File: src/rtl/tick_sorted_history_buffer_macros.svh
// assertion macros shared by the history buffer modules
`ifndef TICK_SORTED_HISTORY_BUFFER_MACROS_SVH
`define TICK_SORTED_HISTORY_BUFFER_MACROS_SVH
// same-cycle implication, disabled in reset
`define TSH_ASSERT_IMPL(label, ante, cons) \
  label: assert property (@(posedge clk) disable iff (!rst_n) (ante) |-> (cons)) \
    else $error("tsh assertion failed");
// next-cycle implication, disabled in reset
`define TSH_ASSERT_NEXT(label, ante, cons) \
  label: assert property (@(posedge clk) disable iff (!rst_n) (ante) |=> (cons)) \
    else $error("tsh assertion failed");
`endif

File: src/rtl/tsh_pkg.sv
// shared types and constants of the tick sorted history buffer
`timescale 1ns / 1ps
package tsh_pkg;
  localparam int STORE_DEPTH_DEF  = 16;
  localparam int PAYLOAD_BITS_DEF = 64;
  localparam int TICK_W           = 32;
  localparam int DATA_W           = 64;
  localparam int DEPTH_W          = 5;
  localparam int MODE_W           = 3;

  // operation codes of an input item
  localparam logic [MODE_W-1:0] MODE_PUSH_IN   = 3'd0;
  localparam logic [MODE_W-1:0] MODE_PUSH_SNAP = 3'd1;
  localparam logic [MODE_W-1:0] MODE_PUSH_EVT  = 3'd2;
  localparam logic [MODE_W-1:0] MODE_QUERY_IN  = 3'd3;
  localparam logic [MODE_W-1:0] MODE_QUERY_SNAP = 3'd4;
  localparam logic [MODE_W-1:0] MODE_COMPACT   = 3'd5;

  // register indexes of the configuration port
  localparam logic REG_DEPTH = 1'b0;
  localparam logic REG_KEEP  = 1'b1;

  typedef enum logic [2:0] {ST_NOP, ST_INS, ST_INS_DROP, ST_REPL, ST_DROP} st_op_t;
  typedef enum logic [1:0] {SEL_IN, SEL_SNAP, SEL_EVT} sel_t;
  typedef enum logic [2:0] {
    RES_NONE, RES_PEND_LOAD, RES_EMIT_PEND_LOAD, RES_EMIT_PEND_LAST, RES_EMIT_NONE,
    RES_EMIT_HIT
  } res_op_t;
  typedef enum logic [2:0] {S_IDLE, S_PUSH, S_TRIM, S_COMPACT, S_QIN, S_QSNAP} state_t;

  typedef struct packed {
    logic    latch;
    st_op_t  op_in;
    st_op_t  op_snap;
    st_op_t  op_evt;
    logic    rd_snap;
    res_op_t res;
  } dp_cmd_t;

  typedef struct packed {
    logic hit;
    logic lt_in;
    logic lt_snap;
    logic lt_evt;
    logic eq_snap;
  } dp_stat_t;
endpackage

File: src/rtl/tsh_ctrl.sv
// controller: sequences pushes, trims, compaction and query scans
`timescale 1ns / 1ps
`include "tick_sorted_history_buffer_macros.svh"
module tsh_ctrl #(
  parameter int STORE_DEPTH = tsh_pkg::STORE_DEPTH_DEF,
  localparam int CW = $clog2(STORE_DEPTH + 1),
  localparam int IW = $clog2(STORE_DEPTH)
) (
  input  logic                        clk,
  input  logic                        rst_n,
  input  logic                        start,
  input  logic [tsh_pkg::MODE_W-1:0]  in_mode,
  input  logic [tsh_pkg::DEPTH_W-1:0] depth,
  input  logic                        keep,
  input  tsh_pkg::dp_stat_t           stat,
  input  logic [CW-1:0]               cnt_in,
  input  logic [CW-1:0]               cnt_snap,
  input  logic [CW-1:0]               cnt_evt,
  output tsh_pkg::dp_cmd_t            cmd,
  output logic [IW-1:0]               rd_idx,
  output logic                        busy
);
  import tsh_pkg::*;
  localparam int LW = CW > DEPTH_W ? CW : DEPTH_W;

  state_t        state_r, state_nxt;
  sel_t          sel_r, sel_nxt;
  logic [CW-1:0] idx_r, idx_nxt;
  logic          pend_r, pend_nxt;
  logic [CW-1:0] sel_cnt;
  logic          sel_lt;
  logic [LW-1:0] lim;
  st_op_t        op;

  // limit is the smaller of the register and the store size
  assign lim = (LW'(depth) > LW'(STORE_DEPTH)) ? LW'(STORE_DEPTH) : LW'(depth);

  always_comb begin
    case (sel_r)
      SEL_IN:   begin sel_cnt = cnt_in;   sel_lt = stat.lt_in;   end
      SEL_SNAP: begin sel_cnt = cnt_snap; sel_lt = stat.lt_snap; end
      default:  begin sel_cnt = cnt_evt;  sel_lt = stat.lt_evt;  end
    endcase
  end

  // next state
  always_comb begin
    state_nxt = state_r;
    sel_nxt   = sel_r;
    idx_nxt   = idx_r;
    pend_nxt  = pend_r;
    case (state_r)
      S_IDLE: begin
        if (start) begin
          idx_nxt  = '0;
          pend_nxt = 1'b0;
          case (in_mode)
            MODE_PUSH_IN:    begin state_nxt = S_PUSH; sel_nxt = SEL_IN; end
            MODE_PUSH_SNAP:  begin state_nxt = S_PUSH; sel_nxt = SEL_SNAP; end
            MODE_PUSH_EVT:   begin
              if (keep) begin state_nxt = S_PUSH; sel_nxt = SEL_EVT; end
            end
            MODE_QUERY_IN:   state_nxt = S_QIN;
            MODE_QUERY_SNAP: state_nxt = S_QSNAP;
            MODE_COMPACT:    begin state_nxt = S_COMPACT; sel_nxt = SEL_IN; end
            default: ;
          endcase
        end
      end
      S_PUSH: state_nxt = S_TRIM;
      S_TRIM: begin
        if (LW'(sel_cnt) <= lim) state_nxt = S_IDLE;
      end
      S_COMPACT: begin
        if (!(sel_cnt != '0 && sel_lt)) begin
          case (sel_r)
            SEL_IN:   sel_nxt = SEL_SNAP;
            SEL_SNAP: sel_nxt = SEL_EVT;
            default:  state_nxt = S_IDLE;
          endcase
        end
      end
      S_QIN: begin
        if (idx_r == cnt_in) begin
          state_nxt = S_IDLE;
          pend_nxt  = 1'b0;
        end else begin
          idx_nxt = idx_r + CW'(1);
          if (stat.hit) pend_nxt = 1'b1;
        end
      end
      S_QSNAP: begin
        if (idx_r == cnt_snap || stat.hit) state_nxt = S_IDLE;
        else idx_nxt = idx_r + CW'(1);
      end
      default: state_nxt = S_IDLE;
    endcase
  end

  // command outputs
  always_comb begin
    cmd         = '0;
    cmd.op_in   = ST_NOP;
    cmd.op_snap = ST_NOP;
    cmd.op_evt  = ST_NOP;
    cmd.res     = RES_NONE;
    cmd.latch   = (state_r == S_IDLE) && start;
    cmd.rd_snap = state_r == S_QSNAP;
    op          = ST_NOP;
    case (state_r)
      S_PUSH: begin
        if (sel_r == SEL_SNAP && stat.eq_snap) op = ST_REPL;
        else if (sel_cnt == CW'(STORE_DEPTH)) op = ST_INS_DROP;
        else op = ST_INS;
      end
      S_TRIM:    if (LW'(sel_cnt) > lim) op = ST_DROP;
      S_COMPACT: if (sel_cnt != '0 && sel_lt) op = ST_DROP;
      S_QIN: begin
        if (idx_r == cnt_in) cmd.res = pend_r ? RES_EMIT_PEND_LAST : RES_EMIT_NONE;
        else if (stat.hit) cmd.res = pend_r ? RES_EMIT_PEND_LOAD : RES_PEND_LOAD;
      end
      S_QSNAP: begin
        if (idx_r == cnt_snap) cmd.res = RES_EMIT_NONE;
        else if (stat.hit) cmd.res = RES_EMIT_HIT;
      end
      default: ;
    endcase
    case (sel_r)
      SEL_IN:   cmd.op_in   = op;
      SEL_SNAP: cmd.op_snap = op;
      default:  cmd.op_evt  = op;
    endcase
  end

  always_ff @(posedge clk) begin
    if (!rst_n) begin
      state_r <= S_IDLE;
      sel_r   <= SEL_IN;
      idx_r   <= '0;
      pend_r  <= 1'b0;
    end else begin
      state_r <= state_nxt;
      sel_r   <= sel_nxt;
      idx_r   <= idx_nxt;
      pend_r  <= pend_nxt;
    end
  end

  assign rd_idx = idx_r[IW-1:0];
  assign busy   = state_r != S_IDLE;

  `TSH_ASSERT_IMPL(a_pend_in_query, pend_r, state_r == S_QIN)
  `TSH_ASSERT_NEXT(a_push_trims, state_r == S_PUSH, state_r == S_TRIM)
  `TSH_ASSERT_IMPL(a_scan_bound, state_r == S_QSNAP, idx_r <= cnt_snap)
endmodule

File: config.mk
export PLATFORM = sky130hd
export DESIGN_NAME = tsh_ctrl
export DESIGN_NICKNAME = d
export VERILOG_FILES = /design/src/rtl/tsh_pkg.sv /design/src/rtl/tsh_ctrl.sv
export VERILOG_INCLUDE_DIRS = /design/src /design/src/rtl
export SDC_FILE = /design/constraint.sdc
export NUM_CORES = 1
export LEC_CHECK = 0
export BUFFER_PORTS_ARGS = -buffer_cell sky130_fd_sc_hd__clkbuf_2
export CORE_MARGIN = 1.5
export CORE_UTILIZATION = 53
export DETAILED_ROUTE_END_ITERATION = 12
export PLACE_DENSITY = 0.87
export REMOVE_ABC_BUFFERS = 1
export SYNTH_ARGS = -nofsm -noshare
export SYNTH_HDL_FRONTEND = slang
export SYNTH_SLANG_ARGS = --single-unit
File: constraint.sdc
create_clock -name clk -period 5.2 [get_ports clk]
set_input_delay 0.78 -clock clk [delete_from_list [all_inputs] [get_ports clk]]
set_output_delay 0.78 -clock clk [all_outputs]
set_load 0.01 [all_outputs]
==> results of run 1 <==
-- power by group through the flow --
| stage | Clock, mW | Sequential, mW | Combinational [mW] |
|---|---|---|---|
| 2_1_floorplan | 0 | 0.115 | 0.140 |
| 3_3_place_gp | 0 | 0.122 | 0.194 |
| 3_5_place_dp | 0 | 0.122 | 0.196 |
| 4_1_cts | 0.0621 | 0.120 | 0.197 |
| 5_1_grt | 0.0687 | 0.124 | 0.218 |
| 6_report | 0.0624 | 0.120 | 0.197 |
-- stage by stage --
| stage | utilization | setup slack, ns | hold slack [ns] |
|---|---|---|---|
| 2_1_floorplan | - | 1.88 | 0.494 |
| 3_3_place_gp | 0.674 | 1.68 | 0.515 |
| 3_5_place_dp | 0.674 | 1.66 | 0.527 |
| 4_1_cts | 0.685 | 1.43 | 0.541 |
| 5_1_grt | 0.685 | 1.28 | 0.567 |
| 6_report | 0.685 | 1.43 | 0.542 |
-- flip-flops by register name, indices dropped and copies added, names as in the netlist --
register  cells
idx_r         5
sel_r         2
pend_r        1
state_r       3
-- final timing paths --
kind | end | cells past startpoint | slack [ns]
max | cmd[12] | 10 | 1.43
min | idx_r[4]$_SDFFE_PN0P_ | 2 | 0.54
max reg2reg | state_r[1]$_SDFFE_PN0P_ | 10 | 2.31
min reg2reg | idx_r[4]$_SDFFE_PN0P_ | 2 | 0.54
-- cell families (layout without fill, tap and decap cells) --
group                    Yosys count  after routing  synth area share
flip-flops                        11             11             0.170
AO/OA/AOI/OAI                     39             39             0.192
AND/OR/NAND/NOR                   74             74             0.281
buffers and inverters             23             67            0.0877
multiplexers                      15             15             0.145
adder cells (fa/ha/maj)            6              6            0.0578
XOR/XNOR                          10             10            0.0674
-- final cells by class --
| class | instances | area share |
|---|---|---|
| sequential | 11 | 0.143 |
| timing repair buffer | 50 | 0.162 |
| clock buffer | 4 | 0.0170 |
| tap | 28 | 0.0227 |
| inverter | 13 | 0.0316 |
| multi-input combinational | 144 | 0.624 |
-- synth_stat cells, types with 2 or more instances --
| master | n |
|---|---|
| nand2_1 | 20 |
| nor2_1 | 17 |
| a21oi_1 | 13 |
| dfxtp_1 | 11 |
| inv_1 | 11 |
| mux2i_1 | 9 |
| nand3_1 | 9 |
| xor2_1 | 8 |
| o21ai_0 | 7 |
| ha_1 | 6 |
| nor3_1 | 6 |
| buf_4 | 5 |
| nand2b_1 | 4 |
| nor2b_1 | 4 |
| or3_1 | 4 |
| clkbuf_1 | 3 |
| o21ai_1 | 3 |
| a21boi_1 | 2 |
| and2_1 | 2 |
| inv_2 | 2 |
| mux2_2 | 2 |
| mux2_4 | 2 |
| mux2i_4 | 2 |
| nand3b_1 | 2 |
| o21a_1 | 2 |
| xnor2_1 | 2 |
-- worst reg2reg max path, stage by stage, from the launching register on --
cell and delay, ns:
dfxtp_1 0.68, mux2_2 0.40, mux2i_1 0.20, inv_1 0.07, ha_1 0.28, and3_1 0.19, a311o_1 0.34, a21oi_1 0.17
a211oi_2 0.08, o2111ai_1 0.20, mux2i_1 0.21
-- layer usage --
metal,GRT usage,vias up,wire length (um)
met5,0,-,0
met4,0.0470,0,0
met3,0.0514,0,166
met2,0.385,39,1460
met1,0.307,632,1430
li1,-,712,-
==> summary.md, run 1 <==
| Metric | Value |
|---|---|
| Hold Crit Class | `flop to flop` |
| Crit-path leading delay family | `flip-flops` |
| Syn Std Cell Area | `roughly 1300 sq um` |
| Layout cells sized above 1 | `0.284` |
| Clk slew on worst S/H paths | `around 0.080 ns` |
| Area grow syn2layout | `19.0%` |
| Seq/Total Area, Yosys | `0.170` |
| Initial antenna violation count | `0` |
| Largest net degree at the start of global routing | `14` |
| Final worst-path cycle share | `0.724` |
| Most frequent cells in the layout | `clkbuf_2 (50), nand2_1 (20), nor2_1 (17)` |
| Die ar. | `around 2800 sq um` |
| Chain of cells forming the critical path | `mux2_2, mux2i_1, inv_1, ha_1, and3_1, a311o_1, a21oi_1, a211oi_2, nor3_1, clkbuf_2` |
| Worst EP arrival | `approximately 3 ns` |
| Leak pwr | `0.765 nW` |
| Leading area contributor after synthesis | `dfxtp_1` |
| Max transition margin | `0.629` |
| Final Max Slew Viols | `0` |
| Row Count | `17` |
| Clk_skew | `just under 0.001 ns` |
| Design area | `approximately 1500 sq um` |
| DRT iter0 DRCs | `29` |
| Max Cap Viol | `0` |
| VDD IR max | `roughly 180 uV` |
| Power per Cell Area | `about 250 nW/um^2` |
| Sw Ratio | `0.444` |
| Final Non-Filler Cells | `250` |
| Port bufs | `50` |
| Num CTS Buffers | `3` |
| Max Root-Sink Buffers | `2` |
| Syn Inst Count | `178` |
| Initial Util | `0.576` |
| Hold Violations, Final | `0` |
| Critical Path Max Stage Delay | `0.68 ns` |
| Reg area | `between 200 and 250 sq um` |
| Dpl cells | `between 200 and 250` |
| Crit path from | `sel_r[0]$_SDFFE_PN0P_` |
| Initial DRT Pass Iterations | `4` |
| Number of antenna diodes | `0` |
| Die Y-Extent | `about 53 um` |
| Post-synth EDFFs | `0` |
| Synth area leaders | `dfxtp_1 (17%), mux2i_1 (6.9%), ha_1 (5.8%), nand2_1 (5.8%), xor2_1 (5.4%)` |
| Combined area of the multi-input logic cells | `between 900 and 1000 sq um` |
| Int Pwr | `211 uW` |
| Final setup viols | `0` |
| CTS HTree Levels | `1` |
| #FFs+latches synth | `11` |
| Critical path launch point type | `flop` |
| Logic pwr share | `0.518` |
| Vias in the first global route | `approximately 1200` |
| Clock share of power | `0.165` |
| Peak Freq | `between 0.2 and 0.3 GHz` |
| Ys Warns | `0` |
| Flop pwr share | `0.317` |
| Core Region | `roughly 2300 sq um` |
| Predominant post-synthesis flop cell | `dfxtp_1` |
| Status | `completed` |
| Avg WL per Cell | `approximately 12 um` |
| DPL Wire Length | `around 2500 um` |
| Post-CTS Setup Repair Bufs | `0` |
| Grt ovf | `0` |
| Switch Pwr | `around 170 uW` |
| FF-to-FF Start | `sel_r[0]$_SDFFE_PN0P_` |
| Post-DP Area | `approximately 1500 sq um` |
| Remaining antenna violation count | `0` |
| Clock Latency Late Sink | `roughly 0.28 ns` |
| CTS tree | `yes` |
| Synth top area share | `0.170` |
| Fin crit period | `3.77 ns` |
| Nets | `261` |
| Post-CTS Resized | `0` |
| Commonest non-fill, non-tap cell in the layout | `clkbuf_2` |
| Unrepaired setup endpoints after global routing | `no` |
| Synthesized area per cell | `~7.3 sq um` |
| Synth async-reset ratio | `0` |
| Setup tns final | `0 ns` |
| CP Class | `flop to output port` |
| Die Wd | `52.5 um` |
| Tot GR Track Use | `0.232` |
| CTS root buf | `clkbuf_4` |
| Gp weighted congestion | `0.869` |
| Io pins | `51` |
| Via count | `1383` |
| Slowest cell on the critical path | `dfxtp_1` |
| Hold_buf cts | `0` |
| Fillers | `approximately 230` |
| Slew at the pin closest to its max-slew limit | `approximately 0.56 ns` |
| Critical-path maximum fanout | `12` |
| CP Capture Type | `output port` |
| DRC | `0` |
| Total power draw | `between 300 and 400 uW` |
| First-pass GRT wire length | `roughly 4800 um` |
| Post-synthesis cell type count | `46` |
| Clock sink count | `11` |
| Hold Startpoint | `idx_r[4]$_SDFFE_PN0P_` |
| Routed wire length | `around 3100 um` |
| CP bufs+invs | `2` |
| Vias per cell | `about 5.5` |
| Critical Path RT | `4.42 ns` |
No activity file was read; power rests on OpenSTA's default activity.
==> inputs of run 2 (changes only) <==
--- a/config.mk
+++ b/config.mk
@@ -6,11 +6,12 @@
 export SDC_FILE = /design/constraint.sdc
 export NUM_CORES = 1
 export LEC_CHECK = 0
+export ABC_AREA = 1
 export BUFFER_PORTS_ARGS = -buffer_cell sky130_fd_sc_hd__clkbuf_2
 export CORE_MARGIN = 1.5
-export CORE_UTILIZATION = 53
+export CORE_UTILIZATION = 45
 export DETAILED_ROUTE_END_ITERATION = 12
-export PLACE_DENSITY = 0.87
+export PLACE_DENSITY = 0.77
 export REMOVE_ABC_BUFFERS = 1
 export SYNTH_ARGS = -nofsm -noshare
 export SYNTH_HDL_FRONTEND = slang
==> constraint.sdc (replaced) <==
create_clock -name clk -period 3.4 [get_ports clk]
set_input_delay 0.51 -clock clk [delete_from_list [all_inputs] [get_ports clk]]
set_output_delay 0.51 -clock clk [all_outputs]
set_load 0.01 [all_outputs]
==> run 2 against run 1 <==
Sequential share of layout area is 1.3 points lower. Critical path depth rose by 3. Routed wire length grew 13%. Worst hold slack lost 0.025 ns. Die area grew 28%. Flip-flop and latch count stayed put. Register-to-register slack worse by 1.3 ns. Synthesized area is 10% higher. Largest power group unchanged.
==> summary.md, run 2 <==
| Metric | Value |
|---|---|
| Hold_buf cts | `0 (unchanged)` |
| Worst EP arrival | `2.50 ns (-0.49 ns)` |
| Chain of cells forming the critical path | `inv_4, nand2_2, nor2_2, nor2_2, ha_1, nand2_1, nor2_1, nand2_1, nand4_1, nor2_1, a21oi_4, nor2_1, clkbuf_2` |
| GR Util met3 | `0.0240 (-0.0274)` |
| Clk_skew | `0.00134 ns (+0.000349 ns)` |
| Status | `completed` |
| Commonest non-fill, non-tap cell in the layout | `nand2_1` |
| Final Non-Filler Cells | `344 (+38%)` |
| Power per Cell Area | `662 nW/um^2 (+170%)` |
| Syn Std Cell Area | `1430 sq um (+10%)` |
| Clk slew on worst S/H paths | `0.07 ns (about the same)` |
| Leading area contributor after synthesis | `nand2_1` |
| Max Root-Sink Buffers | `2 (unchanged)` |
| Io pins | `51 (unchanged)` |
| Port bufs | `50 (unchanged)` |
| Final setup viols | `0 (unchanged)` |
| GR Util met2 | `0.350 (-0.0353)` |
| DRT iter0 DRCs | `83 (+190%)` |
| CTS HTree Levels | `1 (unchanged)` |
| Logic pwr share | `0.705 (+0.187)` |
| Synthesized area per cell | `5.63 sq um (-23%)` |
| Synth async-reset ratio | `0 (unchanged)` |
| Die Y-Extent | `59.4 um (+13%)` |
| Post-DP Area | `1680 sq um (+11%)` |
| CP Capture Type | `output port` |
| Dpl cells | `340 (+38%)` |
| DPL Wire Length | `2940 um (+19%)` |
| Synth area leaders | `nand2_1 (17%), dfxtp_1 (15%), nor2_1 (12%), inv_1 (9.5%), nand3_1 (6.3%)` |
| CP Class | `flop to output port` |
| Final worst-path cycle share | `0.885` |
| Synth top cells by count | `nand2_1 (66), nor2_1 (45), inv_1 (36), nand3_1 (18)` |
| Hold slack final | `0.517 ns (-0.0253 ns)` |
| Most frequent cells in the layout | `nand2_1 (66), clkbuf_2 (50), nor2_1 (45)` |
| Top reg by flops | `idx_r` |
| Fillers | `335 (+48%)` |
| Layout cells sized above 1 | `0.250 (-0.0338)` |
| Pre-CTS WS | `0.569 ns (-1.09 ns)` |
| Seq/Total Area, Yosys | `0.154 (-0.0154)` |
| Slowest cell on the critical path | `dfxtp_1` |
| Vias per cell | `4.78 (-14%)` |
| Sw Ratio | `0.557 (+0.113)` |
| Leak pwr | `0.957 nW (+25%)` |
| Unrepaired setup endpoints after global routing | `no` |
| Clock sink count | `11 (unchanged)` |
| Post-synth EDFFs | `0 (unchanged)` |
| Critical-path maximum fanout | `9 (-3)` |
| Largest register FFs | `5 (unchanged)` |
| Ys Warns | `0 (unchanged)` |
| Initial DRT Pass Iterations | `4 (unchanged)` |
| Clock share of power | `0.084 (-0.081)` |
| Core Region | `3030 sq um (+34%)` |
| Hold depth | `2 (unchanged)` |
| Critical Path RT | `2.89 ns (-1.53 ns)` |
| Final Util | `0.563 (-0.122)` |
| Via count | `1644 (+19%)` |
| Global-route layer with the greatest usage | `met2` |
| Most common cell on crit path | `nor2_1` |
| Slew at the pin closest to its max-slew limit | `0.445 ns (-0.110 ns)` |
| Total power draw | `1.13 mW (+200%)` |
| Vias in the first global route | `1359 (+16%)` |
| Post-CTS Setup Repair Bufs | `0 (unchanged)` |
| Largest regs | `idx_r x5, state_r x3, sel_r x2` |
| Area grow syn2layout | `19.4%` |
| Num CTS Buffers | `3 (unchanged)` |
| Die Wd | `59.4 um (+13%)` |
| Final Max Slew Viols | `0 (unchanged)` |
| Max transition margin | `0.700 (+0.0702)` |
| Initial Util | `0.472 (-0.104)` |
| Smallest setup slack after layout | `0.392 ns (-1.04 ns)` |
| Gp weighted congestion | `0.865 (-0.46%)` |
| Int Pwr | `500 uW (+140%)` |
| Predominant post-synthesis flop cell | `dfxtp_1` |
| Post-synthesis cell type count | `31 (-33%)` |
| Post-CTS Resized | `0 (unchanged)` |
| Most common cell in the netlist | `nand2_1` |
| Synth top area share | `0.173 (+0.00382)` |
| CTS root buf | `clkbuf_4` |
| Reg2reg setup slack | `1.03 ns (-1.28 ns)` |
| Tot GR Track Use | `0.208 (-0.0243)` |
| CTS tree | `yes` |
| Critical Path Max Stage Delay | `0.59 ns (-0.09 ns)` |
| Fin crit period | `approximately 3 ns` |
| Row Count | `20 (+3)` |
| Nets | `339 (+30%)` |
| Clock Latency Late Sink | `0.28 ns (about the same)` |
| First-pass GRT wire length | `5570 um (+15%)` |
| Hold Crit Class | `flop to flop` |
| Critical path launch point type | `flop` |
| Switch Pwr | `629 uW (+270%)` |
| Design area | `1710 sq um (+10%)` |
| Largest net degree at the start of global routing | `10 (-4)` |
| Syn Inst Count | `254 (+43%)` |
| Depth of the most critical reg-to-reg path | `15 (+5)` |
| VDD IR max | `447 uV (+150%)` |
| Remaining antenna violation count | `0 (unchanged)` |
| Avg WL per Cell | `10.1 um (-18%)` |
| Hold Violations, Final | `0 (unchanged)` |
| Flop pwr share | `0.211 (-0.106)` |
| Initial antenna violation count | `0 (unchanged)` |
| Max Cap Viol | `0 (unchanged)` |
| Grt ovf | `0 (unchanged)` |
| Peak Freq | `roughly 0.33 GHz` |
| #FFs+latches synth | `11 (unchanged)` |
| Routed wire length | `3460 um (+13%)` |
| Number of antenna diodes | `0 (unchanged)` |
| Setup tns final | `0 ns (unchanged)` |
| Die ar. | `3520 sq um (+28%)` |
| DRC | `0 (unchanged)` |
| GRT met1 Usage | `0.271 (-0.0363)` |
[run 2: worst max-delay path, delay by kind of cell (launching register included)]
family | cells | cell delay (ns)
compound gates | 1 | 0.08
flops | 1 | 0.59
fa+ha+maj | 1 | 0.27
buf+inv | 2 | 0.24
simple gates | 9 | 1.04
[run 2: final timing paths]
kind                                   to                   from
setup / recovery                   cmd[9]  sel_r[1]$_SDFFE_PN0P_
hold / removal        pend_r$_SDFFE_PN0P_    pend_r$_SDFFE_PN0P_
setup reg to reg  state_r[0]$_SDFFE_PN0P_  sel_r[1]$_SDFFE_PN0P_
hold reg to reg       pend_r$_SDFFE_PN0P_    pend_r$_SDFFE_PN0P_
[run 2: final cells by class]
| cell class | count | area [sq um] | area share |
|---|---|---|---|
| multi-input combinational | 194 | 997 | 0.585 |
| timing repair buffer | 50 | 250 | 0.147 |
| inverter | 41 | 156 | 0.0917 |
| clock buffer | 4 | 26.3 | 0.0154 |
| sequential | 11 | 220 | 0.129 |
| tap | 44 | 55.1 | 0.0323 |
[run 2: power by group through the flow]
stage | registers, mW | logic [mW] | clock network (mW)
floorplan | 0.231 | 0.608 | 0
global placement | 0.240 | 0.788 | 0
detailed placement | 0.240 | 0.794 | 0
CTS | 0.237 | 0.798 | 0.0958
global route | 0.248 | 0.904 | 0.101
finish | 0.238 | 0.796 | 0.0952
[run 2: per-layer routing]
layer  wire length (um)  vias up
li1                   -      887
met1               1650      718
met2               1610       34
met3                146        5
met4                 52        0
met5                  0        -
[run 2: kinds of logic after synthesis]
| logic type | share of synthesized area |
|---|---|
| fa+ha+maj | 0.0525 |
| simple gates | 0.486 |
| xor+xnor | 0.0490 |
| flops | 0.154 |
| compound gates | 0.110 |
| buf+inv | 0.148 |
